--- src/hdl/multi_port_serial_ring_buffers_macros.svh ---
// Assertion macros shared by the ring buffer RTL.
// Both sample on the rising edge of clock and are off while reset is high.
`ifndef MULTI_PORT_SERIAL_RING_BUFFERS_MACROS_SVH
`define MULTI_PORT_SERIAL_RING_BUFFERS_MACROS_SVH

// Condition must hold at every edge.
`define MPSRB_ASSERT(lbl, cond, msg) \
   lbl: assert property (@(posedge clock) disable iff (reset) (cond)) else $error(msg);

// When trig holds, cond must hold in the next cycle.
`define MPSRB_ASSERT_NEXT(lbl, trig, cond, msg) \
   lbl: assert property (@(posedge clock) disable iff (reset) (trig) |=> (cond)) \
      else $error(msg);

`endif

--- src/hdl/mpsrb_pkg.sv ---
`timescale 1ns / 1ps
package mpsrb_pkg;

   localparam int PORTS_DEF    = 4;
   localparam int RX_DEPTH_DEF = 256;
   localparam int TX_DEPTH_DEF = 128;

   localparam int PORT_W   = 2;
   localparam int OP_W     = 2;
   localparam int BYTE_W   = 8;
   localparam int RXCNT_W  = 8;
   localparam int TXUSED_W = 7;

   localparam logic [OP_W-1:0] OP_LINE_RX    = 2'd0;
   localparam logic [OP_W-1:0] OP_HOST_READ  = 2'd1;
   localparam logic [OP_W-1:0] OP_HOST_WRITE = 2'd2;
   localparam logic [OP_W-1:0] OP_TX_TICK    = 2'd3;

   // memory strobes issued for one request
   typedef struct packed {
      logic rx_we;
      logic rx_re;
      logic tx_we;
      logic tx_re;
   } mem_ctl_type;

   // result fields known at accept time; byte fields come from the rams
   typedef struct packed {
      logic                rd_sel;
      logic [RXCNT_W-1:0]  rx_count;
      logic [TXUSED_W-1:0] tx_used;
      logic                tx_empty;
      logic                tx_valid;
      logic                tx_enabled;
   } pend_type;

endpackage

--- src/hdl/mpsrb_ctrl.sv ---
`timescale 1ns / 1ps
module mpsrb_ctrl import mpsrb_pkg::*; #(
   parameter int PORTS    = PORTS_DEF,
   parameter int RX_DEPTH = RX_DEPTH_DEF,
   parameter int TX_DEPTH = TX_DEPTH_DEF
) (
   input  logic                                 clock,
   input  logic                                 reset,
   input  logic                                 accept,
   input  logic [OP_W-1:0]                      op,
   input  logic [PORT_W-1:0]                    port,
   output mem_ctl_type                          ctl,
   output logic [$clog2(PORTS*RX_DEPTH)-1:0]    rx_addr,
   output logic [$clog2(PORTS*TX_DEPTH)-1:0]    tx_addr,
   output pend_type                             res
);
   localparam int PW  = (PORTS > 1) ? $clog2(PORTS) : 1;
   localparam int RXW = $clog2(RX_DEPTH);
   localparam int TXW = $clog2(TX_DEPTH);
   localparam int RXA = $clog2(PORTS*RX_DEPTH);
   localparam int TXA = $clog2(PORTS*TX_DEPTH);

   logic [RXW-1:0] rx_head_ff [PORTS];
   logic [RXW-1:0] rx_tail_ff [PORTS];
   logic [TXW-1:0] tx_head_ff [PORTS];
   logic [TXW-1:0] tx_tail_ff [PORTS];
   logic           tx_en_ff   [PORTS];

   logic [PW-1:0]  pidx;
   logic           in_range;
   logic [RXW-1:0] rh, rt, rh_in, rt_in, rxc;
   logic [TXW-1:0] th, tt, th_in, tt_in, txc;
   logic           en_in;
   logic [RXW:0]   rxd;
   logic [TXW:0]   txd;

   function automatic logic [RXW-1:0] rx_inc(input logic [RXW-1:0] p);
      return (p == RXW'(RX_DEPTH - 1)) ? '0 : p + 1'b1;
   endfunction

   function automatic logic [TXW-1:0] tx_inc(input logic [TXW-1:0] p);
      return (p == TXW'(TX_DEPTH - 1)) ? '0 : p + 1'b1;
   endfunction

   always_comb begin
      pidx     = PW'(port);
      in_range = (32'(port) < PORTS);
      rh       = rx_head_ff[pidx];
      rt       = rx_tail_ff[pidx];
      th       = tx_head_ff[pidx];
      tt       = tx_tail_ff[pidx];
      rh_in    = rh;
      rt_in    = rt;
      th_in    = th;
      tt_in    = tt;
      en_in    = tx_en_ff[pidx];
      ctl      = '0;
      rx_addr  = RXA'(32'(pidx) * RX_DEPTH + 32'(rh));
      tx_addr  = TXA'(32'(pidx) * TX_DEPTH + 32'(th));
      res      = '0;
      unique case (op)
         OP_LINE_RX: begin
            ctl.rx_we = 1'b1;
            rh_in     = rx_inc(rh);
         end
         OP_HOST_READ: begin
            // stale byte at the tail is returned even when empty
            ctl.rx_re  = 1'b1;
            res.rd_sel = 1'b1;
            rx_addr    = RXA'(32'(pidx) * RX_DEPTH + 32'(rt));
            if (rh != rt) rt_in = rx_inc(rt);
         end
         OP_HOST_WRITE: begin
            // head moves first, byte lands at the new head
            th_in     = tx_inc(th);
            ctl.tx_we = 1'b1;
            tx_addr   = TXA'(32'(pidx) * TX_DEPTH + 32'(th_in));
            en_in     = 1'b1;
         end
         OP_TX_TICK: begin
            if (th != tt) begin
               tt_in        = tx_inc(tt);
               ctl.tx_re    = 1'b1;
               res.tx_valid = 1'b1;
               tx_addr      = TXA'(32'(pidx) * TX_DEPTH + 32'(tt_in));
            end
            if (tt_in == th) en_in = 1'b0;
         end
         default: ;
      endcase
      rxd = {1'b0, rh_in} - {1'b0, rt_in};
      txd = {1'b0, th_in} - {1'b0, tt_in};
      rxc = rxd[RXW] ? RXW'(rxd + (RXW+1)'(RX_DEPTH)) : RXW'(rxd);
      txc = txd[TXW] ? TXW'(txd + (TXW+1)'(TX_DEPTH)) : TXW'(txd);
      res.rx_count   = RXCNT_W'(rxc);
      res.tx_used    = TXUSED_W'(txc);
      res.tx_empty   = (th_in == tt_in);
      res.tx_enabled = en_in;
      if (!in_range) begin
         ctl = '0;
         res = '0;
      end
      if (!accept) ctl = '0;
   end

   always_ff @(posedge clock) begin
      if (reset) begin
         for (int i = 0; i < PORTS; i++) begin
            rx_head_ff[i] <= '0;
            rx_tail_ff[i] <= '0;
            tx_head_ff[i] <= '0;
            tx_tail_ff[i] <= '0;
            tx_en_ff[i]   <= 1'b0;
         end
      end else if (accept && in_range) begin
         rx_head_ff[pidx] <= rh_in;
         rx_tail_ff[pidx] <= rt_in;
         tx_head_ff[pidx] <= th_in;
         tx_tail_ff[pidx] <= tt_in;
         tx_en_ff[pidx]   <= en_in;
      end
   end
endmodule

--- config.mk ---
export PLATFORM = sky130hd
export DESIGN_NAME = mpsrb_ctrl
export DESIGN_NICKNAME = d
export VERILOG_FILES = /design/src/hdl/multi_port_serial_ring_buffers_macros.svh /design/src/hdl/mpsrb_pkg.sv /design/src/hdl/mpsrb_ctrl.sv
export SDC_FILE = /design/constraint.sdc
export NUM_CORES = 1
export LEC_CHECK = 0
export BUFFER_PORTS_ARGS = -buffer_cell sky130_fd_sc_hd__buf_2
export CORE_MARGIN = 2
export CORE_UTILIZATION = 25
export DETAILED_ROUTE_END_ITERATION = 8
export GPL_TIMING_DRIVEN = 1
export SETUP_SLACK_MARGIN = 0.05
export SKIP_LAST_GASP = 1
export SLEW_MARGIN = 20
export SYNTH_ARGS = -nofsm -noshare
export SYNTH_HDL_FRONTEND = slang
export SYNTH_SLANG_ARGS = --single-unit
--- constraint.sdc ---
create_clock -name clock -period 11.67 [get_ports clock]
set_clock_uncertainty 0.2 [all_clocks]
set_input_delay 1.167 -clock clock [delete_from_list [all_inputs] [get_ports clock]]
set_output_delay 1.167 -clock clock [all_outputs]
set_load 0.02 [all_outputs]
=== Word level (Yosys, flattened, before mapping) ===
Memory sizes are Yosys's and may differ from the RTL's.
Cells that the tools add are included.

* Register bits after elaboration: 0
* Bits in writable memories: 124
* Input bits: 7
* Output and inout bits: 42
* Word-level logic and storage cells: 79
* Memories: 5

{| class="wikitable"
|+ Memory list
! memory !! depth !! width !! read ports !! clocked after Yosys merged registers in !! wr ports !! RTL line !! text
|-
| rx_head_ff || 4 || 8 || 1 || 0 || 4 || mpsrb_ctrl.sv:23 || <nowiki>logic [RXW-1:0] rx_head_ff [PORTS];</nowiki>
|-
| rx_tail_ff || 4 || 8 || 1 || 0 || 4 || mpsrb_ctrl.sv:24 || <nowiki>logic [RXW-1:0] rx_tail_ff [PORTS];</nowiki>
|-
| tx_head_ff || 4 || 7 || 1 || 0 || 4 || mpsrb_ctrl.sv:25 || <nowiki>logic [TXW-1:0] tx_head_ff [PORTS];</nowiki>
|-
| tx_tail_ff || 4 || 7 || 1 || 0 || 4 || mpsrb_ctrl.sv:26 || <nowiki>logic [TXW-1:0] tx_tail_ff [PORTS];</nowiki>
|-
| tx_en_ff || 4 || 1 || 1 || 0 || 4 || mpsrb_ctrl.sv:27 || <nowiki>logic tx_en_ff [PORTS];</nowiki>
|}

* $add $sub $neg: 13
* Equal/unequal tests: 11
* Multiplexer cells: 44
* Reductions and logical operators: 6

{| class="wikitable"
|+ Operator list
! kind !! count
|-
| 8-bit 2-to-1 mux || 8
|-
| 7-bit 2-to-1 mux || 9
|-
| 9-bit by 7-bit adder with 9-bit output || 3
|-
| 8-bit by 1-bit adder with 8-bit output, second input constant || 3
|-
| 7-bit by 1-bit adder with 7-bit output, second input constant || 3
|-
| 10-bit by 8-bit adder with 10-bit output || 2
|-
| 9-bit case mux with 2 select lines || 1
|-
| 1-bit 2-to-1 mux || 17
|-
| 8-bit equality test, second input constant || 2
|-
| 8-bit OR reduction || 2
|-
| 7-bit equality test || 2
|-
| 7-bit equality test, second input constant || 2
|-
| 7-bit OR reduction || 2
|-
| 10-bit 2-to-1 mux || 1
|-
| 2-bit 2-to-1 mux || 5
|-
| 9-bit 2-to-1 mux || 1
|-
| 8-bit by 8-bit subtractor with 9-bit output || 1
|-
| 8-bit inequality test || 1
|-
| 7-bit by 7-bit subtractor with 8-bit output || 1
|-
| 7-bit inequality test || 1
|-
| 2-bit equality test, second input constant || 2
|-
| 4-bit 2-to-1 mux || 1
|-
| 2-bit by 1-bit equality test with 1-bit output, second input constant || 1
|-
| 2-bit zero test || 1
|-
| 2 further kinds || 2
|}

=== Logic depth before layout (Yosys ltp) ===
Gate-level depths: netlist of run 1.
An unclocked memory read counts as a cell.

* Word-level depth: 9
* Gate-level depth with buffers: 21
* Depth with buffers taken out: 17

=== Least setup slack after synthesis of run 1 ===
Ideal clock, no wire load.

* Kind: input -> output
* From: input port[0]
* To: output res[17] (netlist name)
* Arrival: 5.005 ns
* Required time: 10.303 ns
* Path slack: 5.298 ns
* Stages: 19
* Path buffers: 4
* Cell sequence: buf_6 > buf_12 > buf_6 > mux4_2 > xnor2_1 > nand4_1 > o21ai_1 > buf_4 > mux2i_1 > ha_1 > nor2b_1 > o21ai_0 > nand2b_1 > a21o_1 > a21o_1 > a21o_1 > a21oi_1 > xnor2_1 > xnor2_1

{| class="wikitable"
|+ RTL lines
! what !! RTL line !! text
|-
| from (decl) || mpsrb_ctrl.sv:11 || <nowiki>input logic [PORT_W-1:0] port,</nowiki>
|-
| to (decl) || mpsrb_ctrl.sv:15 || <nowiki>output pend_type res</nowiki>
|}

==> Flow_metrics.wiki, run 1 <==
{| class="wikitable"
! Metric !! Value
|-
| Maximum buffer depth of the clock tree || 2
|-
| Run status || finished clean
|-
| Antenna-violating nets left || 0
|-
| Top flip-flop cell by instance count after synthesis || sky130_fd_sc_hd__edfxtp_1
|-
| Routed wirelength normalized by instance count || 16.7 um
|-
| Total number of vias || approximately 4700
|-
| Post-Route Setup TNS || 0 ns
|-
| FILL cells || approximately 2800
|-
| Share of synthesized area spent on multiplexers || 11.4%
|-
| Power Density || about 170 mW/mm^2
|-
| Setup Fix Bufs, Post-CTS || 0
|-
| Diode insertion count for antenna repair || 0
|-
| Hold Buf Count CTS || 0
|-
| Antenna violations before repair || 1
|-
| Netlist area before placement || 0.00710 sq mm
|-
| Synth Area in Adders || under 10%
|-
| TritonRoute pass-1 iters || 5
|-
| Launching element type of the critical path || input port
|-
| Area grow syn2layout || 16.4%
|-
| Met2 layer usage reported by global route || 20.7%
|-
| Width of the chip || around 170 um
|-
| Met1 track demand over resource || 14.8%
|-
| TritonCTS buffer count || 17
|-
| Setup-failing EPs final || 0
|-
| Placed Instances || roughly 1000
|-
| Global-route wire length before repair || between 20 and 30 mm
|-
| Site row count || slightly above 60
|-
| Via count of the first global-routing pass || between 4000 and 5000
|-
| Die footprint || approximately 0.030 sq mm
|-
| Kind of critical path || in2out
|-
| Routability-driven placement congestion ratio || around 0.86
|-
| Cell at the root of the clock tree || sky130_fd_sc_hd__clkbuf_16
|-
| Count of warnings emitted by yosys || 0
|-
| Mapped Cells || 609
|-
| Total global-route track usage || a little under an eighth
|-
| Tightest slew margin relative to the limit || about 33%
|-
| Clk Latency, worst-skew pair || 0.41 ns
|-
| Xor and xnor area share after synthesis || under 10%
|-
| Number of sinks handled by clock tree synthesis || 124
|-
| # IOs || a little under 50
|-
| TritonCTS clock tree || built
|-
| # nets final || about 680
|-
| Fraction of layout instances using a drive strength above 1 || between 20% and 30%
|-
| DRT iter0 DRCs || 375
|-
| Element type at the critical path end || output pin
|-
| Final Hold Violating Endpoints || 0
|-
| Largest net degree at the start of global routing || 38
|-
| Simple-Gate Fraction of Synth Area || between 10% and 20%
|-
| Global-route met3 utilization || between 1.5 and 2%
|-
| Number of flip-flops and latches in the synthesized netlist || around 120
|-
| Fin crit share || 62.8%
|-
| Count of different cell masters after synthesis || between 50 and 60
|-
| Number of enable flip-flop cells after synthesis || around 120
|-
| Pins Over Slew Limit || 0
|-
| Htree depth || 4
|-
| Crit path required time || slightly above 10 ns
|-
| Initial cell density of the core || roughly 25%
|-
| Leading cell types in the layout, fill and taps excluded || sky130_fd_sc_hd__nor2_1, sky130_fd_sc_hd__edfxtp_1, sky130_fd_sc_hd__buf_2, sky130_fd_sc_hd__nand2_1, sky130_fd_sc_hd__mux4_2
|-
| Register clock-pin slew on the reported worst setup and hold paths || around 0.05 ns
|-
| Max frequency || approximately 140 MHz
|-
| Total routed wirelength || ~17 mm
|-
| Critical Path AT || 5.96 ns
|-
| Path category of the worst min-delay check || reg2reg
|-
| Post-detailed-route DRC marker count || 0
|-
| Biggest fanout along the worst timing path || 37
|-
| Syn_nets || about 640
|-
| Fraction of synthesis flops using an asynchronous set or reset pin || 0%
|-
| Busiest metal layer after global routing || met2
|-
| Core Region || between 0.02 and 0.03 sq mm
|-
| Dominant combinational cell family by area after synthesis || simple AND/OR/NAND/NOR gates
|-
| Leakage power || ~3.2 nW
|-
| Clock period minus worst slack || roughly 7.3 ns
|-
| Footprint of the flip-flops and latches || between 0.003 and 0.004 sq mm
|-
| Multi-input combinational cell area || about 0.0030 sq mm
|-
| VDD IR max || 0.105 mV
|-
| Post-Layout Cell Count || between 1000 and 1500
|-
| Max-cap check violation count || 0
|-
| Sequential area share after synthesis || between 50 and 60%
|-
| Overall overflow remaining after global route || 0
|-
| Gates resized, CTS repair || 0
|-
| Post-synthesis compound-gate area fraction || about 5.3%
|-
| Transition time of the tightest slew-check pin || 1.00 ns
|-
| Setup repair after global routing missed its margin || no
|-
| Via density || roughly 4.5
|-
| Estimated wirelength of the detail-placed design || around 11 mm
|-
| PortBufs || between 40 and 50
|-
| Mean Syn Cell Area || about 12 sq um
|-
| Most common cell after layout, fill and taps aside || sky130_fd_sc_hd__nor2_1
|-
| Die Ht || roughly 170 um
|}
-- worst paths after layout --
| kind | cells past startpoint | from | slack, ns | end |
|---|---|---|---|---|
| worst min-delay path | 3 | tx_en_ff[3] | 0.66 | tx_en_ff[2] |
| worst max register to register | 8 | tx_head_ff[3][2] | 8.22 | tx_tail_ff[1][2] |
| worst max-delay path | 18 | port[0] | 4.34 | res[17] |
| worst min register to register | 3 | tx_en_ff[3] | 0.66 | tx_en_ff[2] |
-- cell type report --
| cell class | count | area share [%] |
|---|---|---|
| Clock inverter | 12 | 2.08 |
| Sequential cell | 124 | 45.1 |
| Tap cell | 378 | 5.73 |
| Multi-Input combinational cell | 419 | 36.8 |
| Clock buffer | 20 | 5.29 |
| Inverter | 30 | 1.36 |
| Timing Repair Buffer | 56 | 3.64 |
-- synthesized netlist by cell type (3+ instances only) --
cell type	instances	share of area (%)
sky130_fd_sc_hd__a21o_1	8	0.85
sky130_fd_sc_hd__a21oi_1	19	1.3
sky130_fd_sc_hd__and2_1	6	0.53
sky130_fd_sc_hd__and3_1	4	0.35
sky130_fd_sc_hd__and4_1	3	0.37
sky130_fd_sc_hd__buf_2	3	0.21
sky130_fd_sc_hd__buf_4	7	0.74
sky130_fd_sc_hd__buf_6	5	0.79
sky130_fd_sc_hd__clkbuf_1	19	1.0
sky130_fd_sc_hd__edfxtp_1	124	52
sky130_fd_sc_hd__ha_1	18	3.2
sky130_fd_sc_hd__inv_1	29	1.5
sky130_fd_sc_hd__mux2i_1	10	1.4
sky130_fd_sc_hd__mux4_2	31	9.8
sky130_fd_sc_hd__nand2_1	44	2.3
sky130_fd_sc_hd__nand2b_1	11	0.97
sky130_fd_sc_hd__nand3_1	8	0.56
sky130_fd_sc_hd__nand4_1	5	0.44
sky130_fd_sc_hd__nor2_1	145	7.7
sky130_fd_sc_hd__nor2b_1	6	0.53
sky130_fd_sc_hd__nor3_1	4	0.28
sky130_fd_sc_hd__nor4_1	3	0.26
sky130_fd_sc_hd__o21ai_0	10	0.71
sky130_fd_sc_hd__or3_1	3	0.26
sky130_fd_sc_hd__xnor2_1	25	3.1
sky130_fd_sc_hd__xnor2_2	5	1.1
sky130_fd_sc_hd__xor2_1	19	2.3
-- cells by family (layout without fill, tap and decap cells) --
group                    Yosys count  after routing
buffers and inverters             66            118
XOR/XNOR                          50             50
AND/OR/NAND/NOR                  249            249
multiplexers                      42             42
AO/OA/AOI/OAI                     58             58
flip-flops                       124            124
adder cells (fa/ha/maj)           20             20
-- critical path: stages --
cell and delay (ns):
sky130_fd_sc_hd__buf_2 0.07, sky130_fd_sc_hd__buf_4 0.54, sky130_fd_sc_hd__mux4_2 0.69, sky130_fd_sc_hd__xnor2_1 0.20, sky130_fd_sc_hd__nand4_1 0.11, sky130_fd_sc_hd__o21ai_1 0.73
sky130_fd_sc_hd__mux2i_1 0.54, sky130_fd_sc_hd__ha_1 0.32, sky130_fd_sc_hd__nor2b_1 0.12, sky130_fd_sc_hd__o21ai_0 0.14, sky130_fd_sc_hd__nand2b_1 0.10, sky130_fd_sc_hd__a21o_1 0.19
sky130_fd_sc_hd__a21o_1 0.20, sky130_fd_sc_hd__a21o_1 0.18, sky130_fd_sc_hd__a21oi_1 0.17, sky130_fd_sc_hd__xnor2_1 0.15, sky130_fd_sc_hd__xnor2_1 0.13, sky130_fd_sc_hd__buf_2 0.18
-- per-stage QoR --
stage	total power, W	area (sq um)	hold WS, ns	setup WS, ns	util (%)
after global routing	0.00142	8260	0.700	3.89	29.7
after detailed placement	0.000830	7650	0.651	4.36	27.5
after CTS	0.00138	8260	0.665	4.31	29.7
after floorplan	0.000748	7100	0.594	5.30	-
final	0.00136	8260	0.658	4.34	29.7
after global placement	0.000829	7650	0.638	4.38	27.5
-- flip-flops by register name, summed over array words and instances (netlist names) --
name and flops:
rx_head_ff 32, rx_tail_ff 32, tx_head_ff 28, tx_tail_ff 28
tx_en_ff 4
-- routing by layer --
layer / vias to the layer above / share of wire (%)
li1: 2232 / -
met1: 2366 / 43
met2: 102 / 51
met3: 24 / 4.1
met4: 2 / 1.7
met5: - / 0.075
-- report_power, final --
group	switching [W]	internal (W)	leakage (nW)	total, W
Clock	0.000189	0.000356	0.291	0.000545
Sequential	0.00000584	0.000517	1.29	0.000523
Combinational	0.000189	0.000106	1.60	0.000295
Total	0.000384	0.000979	3.18	0.00136
(Power assumes the default switching activity.)
==> run 2, diff against run 1 <==
==> constraint.sdc (replaced) <==
create_clock -name clock -period 6.45 [get_ports clock]
set_clock_uncertainty 0.2 [all_clocks]
set_input_delay 0.645 -clock clock [delete_from_list [all_inputs] [get_ports clock]]
set_output_delay 0.645 -clock clock [all_outputs]
set_load 0.02 [all_outputs]
==> Flow_metrics.wiki, run 2 (synthesis results as in run 1) <==
{| class="wikitable"
! Metric !! Value
|-
| Switching portion of total power || 27.2% (-0.92 points)
|-
| Die footprint || 0.0298 sq mm (unchanged)
|-
| Setup repair after global routing missed its margin || no
|-
| Registers with the highest flip-flop counts || rx_head_ff (32), rx_tail_ff (32)
|-
| Relative contribution of combinational cells to total power || 20.9% (-0.7 points)
|-
| Antenna-violating nets left || 0 (unchanged)
|-
| Start point of the critical path || port[0]
|-
| Htree depth || 4 (unchanged)
|-
| Clock period minus worst slack || about 5.7 ns
|-
| CP max stage delay || 0.62 ns (-0.11 ns)
|-
| Crit path required time || 5.60 ns (-4.70 ns)
|-
| Total global-route track usage || 12.0% (+0.12 points)
|-
| Clock group share of total power || 42.9% (+2.9 points)
|-
| Path category of the worst min-delay check || reg2reg
|-
| Overall overflow remaining after global route || 0 (unchanged)
|-
| Routed wirelength normalized by instance count || 16.7 um (+0.36%)
|-
| Run status || finished clean
|-
| TritonCTS buffer count || 17 (unchanged)
|-
| Tightest slew margin relative to the limit || 31.7% (-1.4 points)
|-
| VDD IR max || 0.161 mV (+54%)
|-
| Fin crit share || about nine tenths
|-
| Site row count || 61 (unchanged)
|-
| Max-cap check violation count || 0 (unchanged)
|-
| Leakage power || 3.27 nW (+2.8%)
|-
| Worst setup path end || res[9]
|-
| Pins Over Slew Limit || 0 (unchanged)
|-
| Cell with the biggest individual delay on the critical path || sky130_fd_sc_hd__mux4_2
|-
| Biggest fanout along the worst timing path || 18 (-51%)
|-
| Setup Fix Bufs, Post-CTS || 0 (unchanged)
|-
| Start point of the worst min-delay path || tx_en_ff[3]
|-
| Largest net degree at the start of global routing || 38 (unchanged)
|-
| Launching element type of the critical path || input port
|-
| Element type at the critical path end || output pin
|-
| Critical Path AT || 4.88 ns (-1.08 ns)
|-
| Area grow syn2layout || 18.7%
|-
| Post-detailed-route DRC marker count || 0 (unchanged)
|-
| Number of sinks handled by clock tree synthesis || 124 (unchanged)
|-
| Worst flop-to-flop path startpoint || tx_head_ff[3][4]
|-
| Critical path buffers and inverters || 5 (+2)
|-
| Reg2reg end || tx_en_ff[1]
|-
| Setup-failing EPs final || 0 (unchanged)
|-
| Maximum buffer depth of the clock tree || 2 (unchanged)
|-
| Hold Buf Count CTS || 0 (unchanged)
|-
| Power Density || 311 mW/mm^2 (+88%)
|-
| DRT iter0 DRCs || 374 (-0.27%)
|-
| Width of the chip || 173 um (unchanged)
|-
| Initial cell density of the core || 25.5% (unchanged)
|-
| Gates resized, CTS repair || 0 (unchanged)
|-
| # IOs || 49 (unchanged)
|-
| Core Region || 0.0279 sq mm (unchanged)
|-
| TritonCTS clock tree || built
|-
| Die Ht || 173 um (unchanged)
|-
| Diode insertion count for antenna repair || 0 (unchanged)
|-
| Sw Pwr || 0.000713 W (+86%)
|-
| Number of cells on the critical path || 18 (unchanged)
|-
| Path depth of the worst reg2reg path || 10 (+2)
|-
| Fraction of layout instances using a drive strength above 1 || 21.5% (+1.4 points)
|-
| Leading cell types in the layout, fill and taps excluded || sky130_fd_sc_hd__nor2_1, sky130_fd_sc_hd__edfxtp_1, sky130_fd_sc_hd__buf_2, sky130_fd_sc_hd__nand2_1, sky130_fd_sc_hd__mux4_2
|-
| Worst-case hold slack || 0.663 ns (+0.00462 ns)
|-
| Sequential share of power || 36.2% (-2.2 points)
|-
| Total routed wirelength || 17.5 mm (+1.2%)
|-
| Via count of the first global-routing pass || 5105 (+4.8%)
|-
| Routability-driven placement congestion ratio || 0.849 (-0.79%)
|-
| Transition time of the tightest slew-check pin || 1.02 ns (+0.0233 ns)
|-
| Clk Latency, worst-skew pair || 0.41 ns (about the same)
|-
| Internal portion of total power || 0.00190 W (+94%)
|-
| Total number of vias || 4771 (+0.95%)
|-
| Kind of critical path || in2out
|-
| Antenna violations before repair || 1 (unchanged)
|-
| Estimated wirelength of the detail-placed design || 11.6 mm (+2.5%)
|-
| Most common cell after layout, fill and taps aside || sky130_fd_sc_hd__nor2_1
|-
| Final Hold Violating Endpoints || 0 (unchanged)
|-
| Cell at the root of the clock tree || sky130_fd_sc_hd__clkbuf_16
|-
| TritonRoute pass-1 iters || 4 (-1)
|-
| Max frequency || between 150 and 200 MHz
|-
| CP cell instances || buf_2, buf_4, mux4_2, xnor2_1, and4_1, and3_1, nor2_2, mux2i_1, inv_1, ha_1, inv_1, fa_1, a21o_1, a21oi_1, o21bai_1, a21oi_1, xnor2_1, buf_2
|-
| PortBufs || 48 (unchanged)
|-
| Via density || 4.55 (about the same)
|-
| # nets final || 684 (+1.3%)
|-
| Post-Route Setup TNS || 0 ns (unchanged)
|-
| Worst R2R Setup Slack || 3.30 ns (-4.92 ns)
|-
| CP delay by family, top || buffers and inverters
|-
| Global-route wire length before repair || 27.9 mm (+1.6%)
|-
| Register clock-pin slew on the reported worst setup and hold paths || 0.06 ns (about the same)
|}
-- run 2: cell types whose count changed in the layout (fill, tap and decap cells not counted), sizes merged --
cell	change
clkinvlp	-1
bufinv	+3
clkbuf	-2
buf	+9
inv	+2
clkinv	-2
-- run 2: cell type report --
type / count / area, sq um
fillers: 2845 / 19400
flip-flops and latches: 124 / 3720
multi-input cells: 419 / 3040
well taps: 378 / 473
clock buffers: 18 / 429
repair buffers: 65 / 380
clock inverters: 14 / 265
inverters: 30 / 113
-- run 2: power by group through the flow --
stage	Clock, W	Combinational (W)	Sequential [W]
after floorplan	0	0.000394	0.000959
after global placement	0	0.000551	0.000962
after detailed placement	0	0.000552	0.000963
after CTS	0.00114	0.000556	0.000947
after global routing	0.00117	0.000601	0.000950
final	0.00112	0.000547	0.000947
-- run 2: how the worst min path moves through the flow --
stage / end / slack, ns / depth (start not counted)
finish: tx_en_ff[3] / 0.66 / 3
global route: tx_en_ff[3] / 0.69 / 3
CTS: tx_en_ff[3] / 0.67 / 3
detailed placement: tx_en_ff[3] / 0.65 / 3
global placement: tx_en_ff[1] / 0.65 / 3
floorplan: tx_en_ff[0] / 0.59 / 3
-- run 2: per-layer routing --
| metal | track usage [%] | up-vias | wire length [um] |
|---|---|---|---|
| li1 | - | 2252 | - |
| met1 | 14.2 | 2378 | 7150 |
| met2 | 21.3 | 113 | 9240 |
| met3 | 2.03 | 26 | 751 |
| met4 | 5.06 | 2 | 367 |
| met5 | 0 | - | 11 |
-- run 2: per-stage QoR --
step / utilization, % / setup slack (ns) / total power (W) / cells / area (sq um)
after global placement: 27.8 / 0.765 / 0.00151 / 1016 / 7730
after floorplan: - / 1.12 / 0.00135 / 609 / 7100
after detailed placement: 27.8 / 0.699 / 0.00152 / 1016 / 7730
after global routing: 30.2 / 0.287 / 0.00272 / 1048 / 8430
after CTS: 30.2 / 0.699 / 0.00264 / 1048 / 8430
final: 30.2 / 0.725 / 0.00262 / 1048 / 8430
-- run 2: worst min-delay path, stage by stage (launching register included) --
cell and delay [ns]:
sky130_fd_sc_hd__edfxtp_1 0.31, sky130_fd_sc_hd__mux4_2 0.25, sky130_fd_sc_hd__o21ai_2 0.09, sky130_fd_sc_hd__nor2_1 0.10
==> run 3, diff against run 2 <==
--- a/config.mk
+++ b/config.mk
@@ -6,10 +6,13 @@
 export NUM_CORES = 1
 export LEC_CHECK = 0
 export BUFFER_PORTS_ARGS = -buffer_cell sky130_fd_sc_hd__buf_2
+export CELL_PAD_IN_SITES_DETAIL_PLACEMENT = 2
+export CELL_PAD_IN_SITES_GLOBAL_PLACEMENT = 2
 export CORE_MARGIN = 2
 export CORE_UTILIZATION = 25
 export DETAILED_ROUTE_END_ITERATION = 8
 export GPL_TIMING_DRIVEN = 1
+export PLACE_DENSITY_LB_ADDON = 0.1
 export SETUP_SLACK_MARGIN = 0.05
 export SKIP_LAST_GASP = 1
 export SLEW_MARGIN = 20
==> Flow_metrics.wiki, run 3 (synthesis results as in run 1) <==
{| class="wikitable"
! Metric !! Value
|-
| Gates resized, CTS repair || 0 (unchanged)
|-
| TritonRoute pass-1 iters || 4 (unchanged)
|-
| Overall overflow remaining after global route || 0 (unchanged)
|-
| Worst setup slack before clock tree synthesis || 0.466 ns (-0.232 ns)
|-
| Diode insertion count for antenna repair || 0 (unchanged)
|-
| Most common cell after layout, fill and taps aside || sky130_fd_sc_hd__nor2_1
|-
| Maximum buffer depth of the clock tree || 2 (unchanged)
|-
| Htree depth || 4 (unchanged)
|-
| Fraction of layout instances using a drive strength above 1 || 22.1% (+0.61 points)
|-
| Area grow syn2layout || 17.9%
|-
| Core Region || 0.0279 sq mm (unchanged)
|-
| Total global-route track usage || 16.2% (+4.2 points)
|-
| Worst R2R Setup Slack || 3.06 ns (-0.24 ns)
|-
| Pins Over Slew Limit || 0 (unchanged)
|-
| Clk Latency, worst-skew pair || 0.42 ns (about the same)
|-
| Via density || 4.62 (+1.6%)
|-
| Global-route wire length before repair || 35.8 mm (+28%)
|-
| Tightest slew margin relative to the limit || 31.1% (-0.59 points)
|-
| Fin crit share || 91.4% (+2.6 points)
|-
| Setup-failing EPs final || 0 (unchanged)
|-
| Total routed wirelength || 23.3 mm (+33%)
|-
| Setup repair after global routing missed its margin || no
|-
| VDD IR max || 0.134 mV (-17%)
|-
| Number of sinks handled by clock tree synthesis || 124 (unchanged)
|-
| PortBufs || 48 (unchanged)
|-
| Max frequency || 170 MHz (-2.8%)
|-
| Leading cell types in the layout, fill and taps excluded || sky130_fd_sc_hd__nor2_1, sky130_fd_sc_hd__edfxtp_1, sky130_fd_sc_hd__buf_2, sky130_fd_sc_hd__nand2_1, sky130_fd_sc_hd__mux4_2
|-
| Worst-case hold slack || 0.530 ns (-0.133 ns)
|-
| Estimated wirelength of the detail-placed design || 15.9 mm (+37%)
|-
| Power Density || 300 mW/mm^2 (-3.5%)
|-
| Placed Instances || 1021 (+0.49%)
|-
| Worst setup slack after layout || 0.557 ns (-0.167 ns)
|-
| TritonCTS clock tree || built
|-
| Post-detailed-route DRC marker count || 0 (unchanged)
|-
| TritonCTS buffer count || 17 (unchanged)
|-
| Leakage power || 3.24 nW (-0.82%)
|-
| # nets final || 689 (+0.73%)
|-
| Width of the chip || 173 um (unchanged)
|-
| Element type at the critical path end || output pin
|-
| Die footprint || 0.0298 sq mm (unchanged)
|-
| Routed wirelength normalized by instance count || 22.2 um (+33%)
|-
| Total number of vias || 4864 (+1.9%)
|-
| Registers with the highest flip-flop counts || rx_head_ff (32), rx_tail_ff (32)
|-
| Crit path required time || 5.60 ns (about the same)
|-
| Final Hold Violating Endpoints || 0 (unchanged)
|-
| Routability-driven placement congestion ratio || 0.814 (-4.1%)
|-
| Cell with the biggest individual delay on the critical path || sky130_fd_sc_hd__buf_2
|-
| Largest net degree at the start of global routing || 38 (unchanged)
|-
| Register clock-pin slew on the reported worst setup and hold paths || 0.06 ns (about the same)
|-
| Path category of the worst min-delay check || in2reg
|-
| Die Ht || 173 um (unchanged)
|-
| Transition time of the tightest slew-check pin || 1.03 ns (+0.00890 ns)
|-
| Post-Route Setup TNS || 0 ns (unchanged)
|-
| Antenna violations before repair || 0 (-1)
|-
| CP max stage delay || 0.56 ns (-0.06 ns)
|-
| Clock period minus worst slack || 5.89 ns (+0.167 ns)
|-
| Critical Path AT || 5.05 ns (+0.17 ns)
|-
| DRT iter0 DRCs || 311 (-17%)
|-
| Setup Fix Bufs, Post-CTS || 0 (unchanged)
|-
| Cell at the root of the clock tree || sky130_fd_sc_hd__clkbuf_16
|-
| Site row count || 61 (unchanged)
|-
| Antenna-violating nets left || 0 (unchanged)
|-
| Initial cell density of the core || 25.5% (unchanged)
|-
| Post-Layout Cell Count || 1052 (+0.38%)
|-
| Launching element type of the critical path || input port
|-
| Max-cap check violation count || 0 (unchanged)
|-
| CP cell instances || buf_2, buf_4, mux4_2, xnor2_1, and4_1, and3_1, nor2_2, mux2i_1, inv_1, ha_1, inv_1, fa_1, a21o_1, a21oi_1, o21bai_1, a21oi_1, xnor2_1, buf_2
|-
| FILL cells || 2997 (+5.3%)
|-
| Via count of the first global-routing pass || 5542 (+8.6%)
|-
| Run status || finished clean
|-
| Hold Buf Count CTS || 0 (unchanged)
|-
| # IOs || 49 (unchanged)
|-
| Biggest fanout along the worst timing path || 26 (+8)
|-
| Kind of critical path || in2out
|}
## run 3: cell types whose count changed in the layout (fill, tap and decap cells not counted)
| cell | previous run | this run |
|---|---|---|
| sky130_fd_sc_hd__inv_6 | 2 | 1 |
| sky130_fd_sc_hd__bufinv_16 | 7 | 3 |
| sky130_fd_sc_hd__clkinv_4 | 3 | 4 |
| sky130_fd_sc_hd__clkbuf_1 | 1 | 0 |
| sky130_fd_sc_hd__clkinvlp_4 | 1 | 4 |
| sky130_fd_sc_hd__clkinv_2 | 0 | 1 |
| sky130_fd_sc_hd__buf_4 | 16 | 21 |
## run 3: routing by layer
metal	up-vias	GRT usage, %	share of wire [%]
met3	18	2.54	2.4
li1	2253	-	-
met1	2526	21.9	48
met4	0	4.67	1.4
met2	67	26.7	48
met5	-	0	0
## run 3: power by group
group,total [W],switching (W),leakage (nW),internal (W)
Combinational,0.000578,0.000375,1.67,0.000203
Clock,0.000981,0.000375,0.279,0.000606
Sequential,0.000949,0.0000130,1.29,0.000936
## run 3: area by class of cell
class | instances | area [sq um] | share of cell area (%)
Sequential cell | 124 | 3720 | 44.5
Multi-Input combinational cell | 419 | 3040 | 36.4
Tap cell | 378 | 473 | 5.65
Clock buffer | 17 | 425 | 5.08
Timing Repair Buffer | 70 | 418 | 4.99
Clock inverter | 14 | 173 | 2.06
Inverter | 30 | 113 | 1.35
## run 3: worst paths after layout
kind	start	endpoint	depth (start not counted)
worst min-delay path	reset	tx_tail_ff[3][6]	2
worst max-delay path	port[1]	res[9]	18
worst max register to register	tx_head_ff[2][2]	tx_en_ff[1]	10
worst min register to register	tx_en_ff[1]	tx_en_ff[0]	3
## run 3: through the flow
| stage | area [sq um] | util [%] | total power, W |
|---|---|---|---|
| floorplan | 7100 | - | 0.00135 |
| global placement | 7770 | 27.9 | 0.00154 |
| detailed placement | 7770 | 27.9 | 0.00155 |
| CTS | 8370 | 30.0 | 0.00254 |
| global route | 8370 | 30.0 | 0.00262 |
| finish | 8370 | 30.0 | 0.00251 |
## run 3: critical path, delay by kind of cell
family	cells	cell delay (ns)
mux	2	0.75
simple gates	3	0.79
fa+ha+maj	2	0.55
buf+inv	5	1.27
xor+xnor	2	0.33
compound gates	4	0.67
